### config.mk
export PLATFORM = sky130hd
export DESIGN_NAME = mspg_div
export DESIGN_NICKNAME = d
export VERILOG_FILES = /design/src/sv/mspg_pkg.sv /design/src/sv/mspg_div.sv
export SDC_FILE = /design/constraint.sdc
export NUM_CORES = 1
export LEC_CHECK = 0
export ABC_CLOCK_PERIOD_IN_PS = 2660
export BUFFER_PORTS_ARGS = -buffer_cell sky130_fd_sc_hd__buf_2
export CAP_MARGIN = 20
export CORE_UTILIZATION = 55
export DETAILED_ROUTE_END_ITERATION = 10
export HOLD_SLACK_MARGIN = 0.08
export PLACE_DENSITY_LB_ADDON = 0.3
export SYNTH_ARGS = -nofsm -noshare
export SYNTH_HDL_FRONTEND = slang
export SYNTH_SLANG_ARGS = --single-unit
export TNS_END_PERCENT = 10
### constraint.sdc
create_clock -name i_clk -period 2.66 [get_ports i_clk]
set_input_delay 0.266 -clock i_clk [delete_from_list [all_inputs] [get_ports i_clk]]
set_output_delay 0.266 -clock i_clk [all_outputs]
set_load 0.05 [all_outputs]
### src/sv/mspg_pkg.sv
// Shared constants and types for the multi-stop gradient pixel unit.
package mspg_pkg;

    localparam int MAX_STOPS_DEF = 16;
    localparam int MAX_DIM       = 4096;

    localparam int DIM_W   = 13;  // image size registers, axis lengths, positions
    localparam int POS_W   = 12;  // pixel coordinates
    localparam int CH_W    = 16;  // stop channels
    localparam int COL_W   = 8;   // pixel channels
    localparam int IDX_W   = 4;   // stop index field
    localparam int DIR_W   = 2;
    localparam int CNT_W   = 5;   // stop count register
    localparam int MAG_W   = 24;  // dividends of the reciprocal divisions
    localparam int RCP_SH  = 24;  // reciprocal scale 2^24
    localparam int RCP_W   = 25;  // reciprocal width, holds 2^24
    localparam int STEP_W  = 25;  // signed DDA step
    localparam int LIM_W   = 14;
    localparam int STOP_W  = 3 * CH_W;

    localparam logic [RCP_W-1:0] RCP_ONE = RCP_W'(1) << RCP_SH;

    // configuration register indexes
    localparam logic [1:0] REG_DIRECTION = 2'd0;
    localparam logic [1:0] REG_WIDTH     = 2'd1;
    localparam logic [1:0] REG_HEIGHT    = 2'd2;
    localparam logic [1:0] REG_COUNT     = 2'd3;

    // gradient axis codes
    localparam logic [DIR_W-1:0] DIR_HORZ = 2'd0;
    localparam logic [DIR_W-1:0] DIR_VERT = 2'd1;
    localparam logic [DIR_W-1:0] DIR_DIAG = 2'd2;

    // request codes
    localparam logic REQ_STOP  = 1'b0;
    localparam logic REQ_PIXEL = 1'b1;

    typedef struct packed {
        logic simple;   // two-stop DDA on 8-bit ends
        logic flat;     // pixel past the last whole segment
    } t_lane_ctl;

endpackage

### src/sv/mspg_div.sv
// Restoring divider, one quotient bit per cycle, for the per-configuration constants.
module mspg_div (
    input  logic                         i_clk,
    input  logic                         i_rst_n,
    input  logic                         i_start,
    input  logic [mspg_pkg::RCP_W-1:0]   i_dividend,
    input  logic [mspg_pkg::DIM_W-1:0]   i_divisor,
    output logic                         o_done,
    output logic [mspg_pkg::RCP_W-1:0]   o_quotient
);
    localparam int QW = mspg_pkg::RCP_W;
    localparam int DW = mspg_pkg::DIM_W;
    localparam int KW = $clog2(QW + 1);

    logic [KW-1:0] r_cnt;
    logic          r_done;
    logic [QW-1:0] r_quo;
    logic [DW-1:0] r_rem;
    logic [DW-1:0] r_dvs;

    logic [DW:0]   n_sh;
    logic          n_bit;
    logic [DW:0]   n_diff;

    always_comb begin
        n_sh   = {r_rem, r_quo[QW-1]};
        n_diff = n_sh - {1'b0, r_dvs};
        n_bit  = (n_sh >= {1'b0, r_dvs});
    end

    always_ff @(posedge i_clk) begin
        if (!i_rst_n) begin
            r_cnt  <= '0;
            r_done <= 1'b0;
        end else if (i_start) begin
            r_cnt  <= KW'(QW);
            r_done <= 1'b0;
        end else begin
            r_done <= (r_cnt == KW'(1));
            if (r_cnt != '0) begin
                r_cnt <= r_cnt - KW'(1);
            end
        end
    end

    always_ff @(posedge i_clk) begin
        if (i_start) begin
            r_quo <= i_dividend;
            r_rem <= '0;
            r_dvs <= i_divisor;
        end else if (r_cnt != '0) begin
            r_quo <= {r_quo[QW-2:0], n_bit};
            r_rem <= n_bit ? n_diff[DW-1:0] : n_sh[DW-1:0];
        end
    end

    assign o_done     = r_done;
    assign o_quotient = r_quo;

endmodule

==> impl_metrics.toml <==
[floorplan]
dieArea_um2 = 5970
fp.dieH_um = 77.3
io_pins = 67
coreArea_um2 = 5470
start_util_pct = 57.0
dieWidth_um = 77.3
row_count = 27

[setup_path]
setup.worst_path.end_class = "register"
cp_max_fo = 3
critPathKind = "register to register"
rrSetupSlack_ns = 0.24
worstPathRequired_ns = 2.90
cp_data_arrival_time_ns = 2.66
rr_endpoint = "r_rem[8]"
setup.worst_path.start_class = "register"
crit_path_start = "o_quotient[24]"
worstSetupEndpoint = "r_rem[8]"
r2r-start = "o_quotient[24]"
ff2ff_path_depth = 10

[cts]
clk_latency_ns = 0.33
cts.clk_slew.worst_paths_ns = 0.06
cts_max_level = 3
clock_path_buffers = 2
cts_tree = "built"
cts_num_sinks = 57
cts_made_buffers = 9
hold_buffers = 0
clock-root-buffer = "clkbuf_8"
ctsResizeCount = 0
cts_setup_buffers = 0

[drt]
ant_nets = 0
top_layer_used = "met4"
initialDrtViolationCount = 117
drc = 0
vias = 2348
routed-wl-met3_um = 302
drtPass1Iterations = 4
wl_met1_um = 2800
wl_met2_um = 3090
wl_per_cell_um = 14.9
via_per_inst = 5.56
routed_wl_um = 6290

[cells_and_area]
nNetsFinal = 402
multi_input_area_um2 = 1450
drive_gt1_share_pct = 34.9
fillers = 451
ff_latch_area_um2 = 1520
insertedDiodeCount = 0
synthToLayoutAreaGrowth_pct = 19.4
fin_area_um2 = 3720
stdcell_count = 422
final_common_cell = "buf_2"
final_cell_mix = "buf_2 (66), edfxtp_1 (38), mux2_2 (25)"

[placement]
post_dp_cell_area_um2 = 3510
place_congestion = 0.844
dp.cells = 406
io_buffers = 66
dpl.hpwl_um = 4500

[flow_run]
drv_cap = 0

[timing]
finalCritPeriodShare_pct = 91.0
hold_violations = 0
final-max-slew-violation-count = 0
finalSetupViolCount = 0
fmax_mhz = 413
tightestPinTransition_ns = 0.733
finalSetupTns_ns = 0
period_needed_ns = 2.42
fin_skew_ns = 0.00829
relSlewSlack_pct = 51.0
whs_ns = 0.111
rsz0062_at_grt = "no"

[global_route]
grt_pass1_vias = 2285
grt_pass1_wl_um = 10300
grt_max_degree = 26
gr-total-overflow = 0
grt_antenna_before_repair = 0
grtUsageTotal_pct = 22.6

[power]
p_clk_share_pct = 23.1
p_switching_w = 0.00147
fin_total_pwr_w = 0.00380
peakVddDrop_mv = 0.503
power_per_cell_area_nw_per_um2 = 1020
p_leak_nw = 1.58
power_frac_comb_pct = 43.4
seq_power_share_pct = 33.5
swShare_pct = 38.7
p_int_w = 0.00233

[worst_hold_path]
hp-class = "primary input to register"

[synthesis]
synth.distinct_cells = 49
synth_edf_count = 38
yosysWarnings = 0
synth_area_um2 = 3120
post_synth.cell_area_avg_um2 = 11.2
yosys_register_bits = 57
synthCells = 278
syn-num-nets = 335
yosys_most_used_dff = "edfxtp_1"
ys_async_sr_fraction_pct = 0
yosysSeqAreaShare_pct = 48.8

[outcome]
outcome = "finished, final reports clean"
[power by group through the flow]
stage	logic (W)	clock network [W]	registers, W
after floorplan	0.00107	0	0.00151
after global placement	0.00160	0	0.00128
after detailed placement	0.00163	0	0.00128
after CTS	0.00164	0.000898	0.00127
after global routing	0.00180	0.000927	0.00130
final	0.00165	0.000876	0.00127
[metal layers]
metal / up-vias / track usage (%)
met4: 0 / 10.8
met5: - / 0
met2: 66 / 37.3
met3: 9 / 5.00
li1: 1169 / -
met1: 1104 / 28.0
[worst max-delay path: stages (launching register included)]
cell and delay [ns]:
edfxtp_1 0.41, inv_1 0.08, ha_1 0.17, inv_1 0.06, fa_1 0.41, a21oi_1 0.19
o2bb2ai_1 0.11, o41ai_1 0.37, xnor2_1 0.18, o21ai_1 0.11, a311oi_2 0.25
[how the worst min path moves through the flow]
stage	startpoint	to	slack (ns)	depth (start not counted)
5_1_grt	i_divisor[7]	r_dvs[7]	0.1	1
6_report	i_divisor[2]	r_dvs[2]	0.11	1
3_5_place_dp	i_divisor[10]	r_dvs[10]	0.44	1
2_1_floorplan	i_divisor[0]	r_dvs[0]	0.36	0
4_1_cts	i_divisor[2]	r_dvs[2]	0.09	1
3_3_place_gp	i_divisor[8]	r_dvs[8]	0.44	1
[kinds of logic (layout without fill, tap and decap cells)]
group,Yosys count,after routing,synth area share (%)
flip-flops,57,57,48.8
buffers and inverters,34,106,4.54
XOR/XNOR,11,11,3.09
AO/OA/AOI/OAI,61,61,14.9
adder cells (fa/ha/maj),16,16,6.66
multiplexers,27,27,9.67
AND/OR/NAND/NOR,72,72,12.4
[cell type report]
class,count,share of cell area (%)
sequential,57,40.9
multi-input combinational,187,39.1
timing repair buffer,72,10.1
clock buffer,12,3.90
tap,72,2.42
clock inverter,4,1.85
inverter,18,1.82
[cells in the mapped netlist (all sizes together) (9+ instances only)]
cell type	number	share of area [%]
nand3	15	2.8
nor2	21	2.7
a311oi	9	3.1
o21ai	10	1.6
xnor2	9	2.5
dfxtp	19	12
ha	15	6.0
inv	18	2.2
mux2	25	9.0
a21oi	13	2.6
edfxtp	38	37
[per-stage QoR]
step | utilization, % | worst slack (ns)
after floorplan | - | 0.184
after global placement | 64.1 | 0.362
after detailed placement | 64.1 | 0.307
after CTS | 68.0 | 0.262
after global routing | 68.0 | 0.117
final | 68.0 | 0.240
[sequential cells by signal, indices dropped and copies added, names as in the netlist]
name        flops
o_quotient     25
r_rem          13
r_cnt           5
r_dvs          13
o_done          1
(Power assumes the default switching activity.)
