### src/sv/mspg_pkg.sv
// Shared constants and types for the multi-stop gradient pixel unit.
package mspg_pkg;

    localparam int MAX_STOPS_DEF = 16;
    localparam int MAX_DIM       = 4096;

    localparam int DIM_W   = 13;  // image size registers, axis lengths, positions
    localparam int POS_W   = 12;  // pixel coordinates
    localparam int CH_W    = 16;  // stop channels
    localparam int COL_W   = 8;   // pixel channels
    localparam int IDX_W   = 4;   // stop index field
    localparam int DIR_W   = 2;
    localparam int CNT_W   = 5;   // stop count register
    localparam int MAG_W   = 24;  // dividends of the reciprocal divisions
    localparam int RCP_SH  = 24;  // reciprocal scale 2^24
    localparam int RCP_W   = 25;  // reciprocal width, holds 2^24
    localparam int STEP_W  = 25;  // signed DDA step
    localparam int LIM_W   = 14;
    localparam int STOP_W  = 3 * CH_W;

    localparam logic [RCP_W-1:0] RCP_ONE = RCP_W'(1) << RCP_SH;

    // configuration register indexes
    localparam logic [1:0] REG_DIRECTION = 2'd0;
    localparam logic [1:0] REG_WIDTH     = 2'd1;
    localparam logic [1:0] REG_HEIGHT    = 2'd2;
    localparam logic [1:0] REG_COUNT     = 2'd3;

    // gradient axis codes
    localparam logic [DIR_W-1:0] DIR_HORZ = 2'd0;
    localparam logic [DIR_W-1:0] DIR_VERT = 2'd1;
    localparam logic [DIR_W-1:0] DIR_DIAG = 2'd2;

    // request codes
    localparam logic REQ_STOP  = 1'b0;
    localparam logic REQ_PIXEL = 1'b1;

    typedef struct packed {
        logic simple;   // two-stop DDA on 8-bit ends
        logic flat;     // pixel past the last whole segment
    } t_lane_ctl;

endpackage

### src/sv/mspg_lane.sv
// One color channel: step division by reciprocal, DDA multiply and 8-bit extract.
module mspg_lane (
    input  logic                         i_clk,
    input  logic                         i_en,
    input  logic [mspg_pkg::CH_W-1:0]    i_start,
    input  logic [mspg_pkg::CH_W-1:0]    i_end,
    input  logic [mspg_pkg::DIM_W-1:0]   i_j,
    input  mspg_pkg::t_lane_ctl          i_ctl,
    input  logic [mspg_pkg::DIM_W-1:0]   i_seg,
    input  logic [mspg_pkg::RCP_W-1:0]   i_recip,
    output logic [mspg_pkg::COL_W-1:0]   o_color
);
    localparam int MW = mspg_pkg::MAG_W;
    localparam int DW = mspg_pkg::DIM_W;
    localparam int SW = mspg_pkg::STEP_W;
    localparam int CW = mspg_pkg::COL_W;
    localparam int RW = mspg_pkg::RCP_W;
    localparam int CH_HI  = mspg_pkg::CH_W - 1;
    localparam int RCP_HI = mspg_pkg::RCP_SH + MW - 1;

    // stage 1
    logic [MW-1:0] r1_s, r1_mag;
    logic          r1_neg;
    logic [DW-1:0] r1_j;
    mspg_pkg::t_lane_ctl r1_ctl;
    logic [CW-1:0] r1_fb;
    // stage 2
    logic [MW-1:0] r2_s, r2_mag, r2_q0;
    logic          r2_neg;
    logic [DW-1:0] r2_j;
    mspg_pkg::t_lane_ctl r2_ctl;
    logic [CW-1:0] r2_fb;
    // stage 3
    logic [MW-1:0] r3_s, r3_mag, r3_q0, r3_qd;
    logic          r3_neg;
    logic [DW-1:0] r3_j;
    mspg_pkg::t_lane_ctl r3_ctl;
    logic [CW-1:0] r3_fb;
    // stage 4
    logic [MW-1:0] r4_s;
    logic signed [SW-1:0] r4_step;
    logic [DW-1:0] r4_j;
    mspg_pkg::t_lane_ctl r4_ctl;
    logic [CW-1:0] r4_fb;
    // stage 5
    logic [MW-1:0] r5_s;
    logic signed [SW-1:0] r5_prod;
    mspg_pkg::t_lane_ctl r5_ctl;
    logic [CW-1:0] r5_fb;
    // stage 6
    logic [CW-1:0] r6_color;

    logic [MW-1:0]        n_sv, n_ev;
    logic [MW+RW-1:0]     n_t2;
    logic [MW+DW-1:0]     n_t3;
    logic [MW-1:0]        n_rem, n_q;
    logic signed [SW-1:0] n_qs;
    logic signed [DW:0]   n_js;
    logic signed [DW+SW:0] n_prod;
    logic signed [MW+1:0] n_v;
    logic [CW-1:0]        n_color;

    always_comb begin
        n_sv = i_ctl.simple ? {i_start[CH_HI:CH_HI-7], 16'h0} : {i_start, 8'h0};
        n_ev = i_ctl.simple ? {i_end[CH_HI:CH_HI-7], 16'h0} : {i_end, 8'h0};
        n_t2 = (MW+RW)'(r1_mag) * (MW+RW)'(i_recip);
        n_t3 = (MW+DW)'(r2_q0) * (MW+DW)'(i_seg);
        n_rem = r3_mag - r3_qd;
        n_q   = (n_rem >= MW'(i_seg)) ? r3_q0 + MW'(1) : r3_q0;
        n_qs  = $signed({1'b0, n_q});
        n_js  = $signed({1'b0, r4_j});
        n_prod = n_js * r4_step;
        n_v   = $signed({2'b00, r5_s}) + $signed({r5_prod[SW-1], r5_prod});
        if (r5_ctl.flat) begin
            n_color = r5_fb;
        end else if (n_v[MW+1]) begin
            n_color = '0;
        end else begin
            n_color = n_v[MW-1:MW-CW];
        end
    end

    always_ff @(posedge i_clk) begin
        if (i_en) begin
            r1_s   <= n_sv;
            r1_neg <= (n_ev < n_sv);
            r1_mag <= (n_ev < n_sv) ? n_sv - n_ev : n_ev - n_sv;
            r1_j   <= i_j;
            r1_ctl <= i_ctl;
            r1_fb  <= i_start[CH_HI:CH_HI-7];

            r2_s   <= r1_s;
            r2_mag <= r1_mag;
            r2_q0  <= n_t2[RCP_HI:mspg_pkg::RCP_SH];
            r2_neg <= r1_neg;
            r2_j   <= r1_j;
            r2_ctl <= r1_ctl;
            r2_fb  <= r1_fb;

            r3_s   <= r2_s;
            r3_mag <= r2_mag;
            r3_q0  <= r2_q0;
            r3_qd  <= n_t3[MW-1:0];
            r3_neg <= r2_neg;
            r3_j   <= r2_j;
            r3_ctl <= r2_ctl;
            r3_fb  <= r2_fb;

            r4_s    <= r3_s;
            r4_step <= r3_neg ? -n_qs : n_qs;
            r4_j    <= r3_j;
            r4_ctl  <= r3_ctl;
            r4_fb   <= r3_fb;

            r5_s    <= r4_s;
            r5_prod <= n_prod[SW-1:0];
            r5_ctl  <= r4_ctl;
            r5_fb   <= r4_fb;

            r6_color <= n_color;
        end
    end

    assign o_color = r6_color;

endmodule

### config.mk
export PLATFORM = sky130hd
export DESIGN_NAME = mspg_lane
export DESIGN_NICKNAME = d
export VERILOG_FILES = /design/src/sv/mspg_pkg.sv /design/src/sv/mspg_lane.sv
export SDC_FILE = /design/constraint.sdc
export NUM_CORES = 2
export LEC_CHECK = 0
export BUFFER_PORTS_ARGS = -buffer_cell sky130_fd_sc_hd__buf_2
export CAP_MARGIN = 20
export CORE_MARGIN = 3
export CORE_UTILIZATION = 40
export DETAILED_ROUTE_END_ITERATION = 16
export GPL_TIMING_DRIVEN = 0
export HOLD_SLACK_MARGIN = 0.02
export PLACE_DENSITY = 0.69
export SYNTH_ARGS = -nofsm -noshare
export SYNTH_HDL_FRONTEND = slang
export SYNTH_SLANG_ARGS = --single-unit
### constraint.sdc
create_clock -name i_clk -period 8.1 [get_ports i_clk]
set_input_delay 1.62 -clock i_clk [delete_from_list [all_inputs] [get_ports i_clk]]
set_output_delay 1.62 -clock i_clk [all_outputs]
set_load 0.05 [all_outputs]
==> results.md <==
- Outcome: complete, no violations
- Fin. max-slew vios: 0
- DRT Pass-1 Iters: 5
- Hold-fix buffers, CTS: 0
- Vias post-DR: 28,100
- Setup slack, reg-to-reg: 0.31 ns
- Crit path time final: 7.86 ns
- Clock insertion delay at the later pin of the skew report: 0.54 ns
- Number of cells on the worst reg-to-reg path: 26
- CP endpoint kind: register
- Gate Count Post-Synth: 4,059
- Clock sink count: 310
- Post-synthesis mux area share: 0.349%
- Drt via density: 5.06
- Number of buffers created by CTS: 35
- Core Region: 101,000 µm²
- Die Span Y: 326 µm
- GRT Util Overall: 19.6%
- Routability congestion estimate from global placement: 0.915
- Worst-path fanout max: 10
- Initial Utilization: 40.6%
- DRC Markers: 0
- Largest buffer count on any clock path: 3
- Vias in the first global route: 29,600
- Critical path data arrival time: 8.14 ns
- Setup crit end: r2_q0[23]$_DFFE_PP_
- Reg2reg end: r2_q0[23]$_DFFE_PP_
- Post-synthesis sequential area ratio: 22.8%
- Global-route wire length before repair: 163,000 µm
- Synth Flop Type: edfxtp_1
- H-tree depth: 2
- Most common cell after layout, fill and taps aside: inv_1
- Synthesized area per cell: 10.1 µm²
- Netlist cell types: 80
- Routed WL: 102,000 µm
- Gr ovfl total: 0
- Area added between synthesis and finish: 8.35%
- Max-Cap Viols: 0
- Multi-input combinational cell area: 28,100 µm²
- # IOs: 95
- Ys Warns: 0
- Final cell count without fillers: 5,559
- Largest family of logic cells by synthesized area: adder cells
- Crit Path Class: in2reg
- Drt initial violations: 1,833
- Port buffer count: 93
- Synth Area in XOR/XNOR: 3.92%
- Placed insts: 5,511
- Most frequent cells in the layout: inv_1, fa_1, nand2_1
- Crit path required time: 8.38 ns
- Hold Path Class: reg2reg
- Pin count of the biggest net entering global routing: 136
- Reg-to-reg startpoint: r1_mag[14]$_DFFE_PP_
- Synth Net Count: 5,176
- Number of synthesized flops with an enable pin: 310
- Post-synthesis adder-cell area fraction: 43.7%
- Final setup vio count: 0
- Max Freq: 127 MHz
- Worst Max-Slew Pin Slew: 0.827 ns
- Fraction of the mapped netlist area in simple logic gates: 15.3%
- Drt wl/cell: 18.3 µm
- CTS tree: yes
- Clk root buf: clkbuf_16
- Slew HR: 44.9%
- Startpoint Class: primary input
- Register clock-pin slew on the reported worst setup and hold paths: 0.06 ns
- Worst Clk Skew: 0.0190 ns
- Dpl hpwl: 84,100 µm
- FP Rows: 116
- Number of antenna-violating nets in the routed design: 0
- Nets: 5,294
- Die Area: 106,000 µm²
- HP Start: r2_mag[16]$_DFFE_PP_
- Final Hold Violating Endpoints: 0
- Compound-Gate Fraction of Synth Area: 5.29%
- Layout cells sized above 1: 4.72%
- Synth Register Bits: 310
- Die width: 326 µm
- Mapped cell area: 40,900 µm²
- Sequential cell area: 9310 µm²
- Initial antenna violation count: 0
- Final Cycle Share: 97.0%
- Ys async rst share: 0%
- Setup crit start: i_recip[7]
- FILL cells: 9,643
## cell families after synthesis
logic type      count (synthesis)
buf+inv                       939
xor+xnor                      183
mux                            14
simple gates                 1257
compound gates                326
fa+ha+maj                    1030
flops                         310
## metal layers
layer / vias to the layer above / routed length (µm) / part of all wire (%) / GRT usage, %
met5: - / 0 / 0 / 0
met4: 0 / 4140 / 4.1 / 6.99
met3: 201 / 7140 / 7.0 / 3.15
met2: 977 / 48100 / 47 / 32.5
met1: 14000 / 42500 / 42 / 25.9
li1: 12900 / - / - / -
## repair_timing
item	in CTS	in global routing
gates resized for setup	13	37
buffers inserted	1	2
pin swaps	2	12
endpoints found under the setup margin	13	8
endpoints found under the hold margin	0	0
## layout make-up
class                      instances  share of cell area [%]
inverter                         769                    6.52
clock inverter                    21                   0.398
multi-input combinational       2810                    63.5
sequential                       310                    21.0
antenna                            3                  0.0170
buffer                           153                    1.38
tap                             1357                    3.83
timing repair buffer              98                    1.30
clock buffer                      38                    2.05
## cells in the mapped netlist, types with 3 or more instances
cell type	instances	area (µm²)
or2_2	12	75.1
o31a_1	3	26.3
nor2b_1	20	125
a211oi_1	13	97.6
inv_1	768	2880
a21oi_1	93	465
o21bai_1	13	97.6
nor3_1	35	175
and3_1	14	87.6
edfxtp_1	310	9310
a41oi_1	3	26.3
xnor2_1	134	1170
nand3_1	35	175
a21o_1	39	293
a2111oi_0	6	52.6
or3_1	8	50.1
buf_1	8	30.0
a311oi_1	3	26.3
fa_1	665	13300
xor2_1	49	429
ha_1	365	4570
o21ai_0	51	255
clkbuf_1	161	604
o21a_1	10	75.1
o31ai_1	9	67.6
nand4_1	17	106
nor2_1	84	315
nor4b_1	4	35.0
and2_1	379	2370
o211ai_1	10	75.1
nor4_1	8	50.1
a22o_1	7	61.3
o21ai_1	6	30.0
nand2_1	579	2170
a21boi_0	4	30.0
and4_1	8	70.1
o2111ai_1	6	52.6
nand4b_1	3	26.3
nand2b_1	32	200
mux2i_1	12	120
nand3b_1	3	22.5
a31oi_1	20	125
## registers in the layout, summed over array words and instances, names as in the netlist, 8 cells and up
register,cells
r3_qd,24
r1_s,9
r3_s,9
r2_q0,24
r4_fb,8
r2_s,9
r5_prod,17
r1_j,13
r3_q0,24
r4_j,13
r4_s,8
r3_j,13
r3_mag,16
r2_j,13
r5_s,9
r1_mag,16
o_color,8
r2_mag,16
r4_step,25
## worst min path at each step
stage,end,slack [ns],cells after the start
detailed placement,r2_fb[6]$_DFFE_PP_,0.40,0
CTS,r3_mag[16]$_DFFE_PP_,0.41,0
global route,r2_ctl[0]$_DFFE_PP_,0.41,0
finish,r3_mag[16]$_DFFE_PP_,0.41,0
floorplan,r2_ctl[0]$_DFFE_PP_,0.40,0
global placement,r3_fb[1]$_DFFE_PP_,0.40,0
## through the flow
| stage | hold WS, ns | utilization, % | instance area [µm²] | TNS [ns] | setup slack (ns) |
|---|---|---|---|---|---|
| final | 0.411 | 44.0 | 44300 | 0 | 0.241 |
| after global placement | 0.401 | 42.7 | 43000 | -13.46 | -1.13 |
| after CTS | 0.406 | 43.9 | 44200 | 0 | 0.000758 |
| after floorplan | 0.400 | - | 40900 | 0 | 0.173 |
| after detailed placement | 0.405 | 42.8 | 43100 | -14.10 | -1.18 |
| after global routing | 0.413 | 44.0 | 44300 | -0.0274 | -0.0274 |
## critical path, cell delays in order
cell and delay, ns:
buf_4 0.17, buf_8 0.16, and2_1 0.15, fa_1 0.50, inv_1 0.05, fa_1 0.48, fa_1 0.50, inv_1 0.06
fa_1 0.49, fa_1 0.50, inv_1 0.05, fa_1 0.47, inv_1 0.04, ha_1 0.31, ha_4 0.23, a21o_1 0.20
a211oi_4 0.30, nand2_2 0.14, a211oi_4 0.29, nor4_4 0.10, o2111ai_2 0.23, and3_4 0.23, o211ai_1 0.12, a21o_1 0.21
or2_2 0.30, a21oi_2 0.14, xnor2_1 0.08
Power is left out: the tool's default activity adds up to more than one toggle a clock period on the data nets, which glitch-free logic cannot reach.
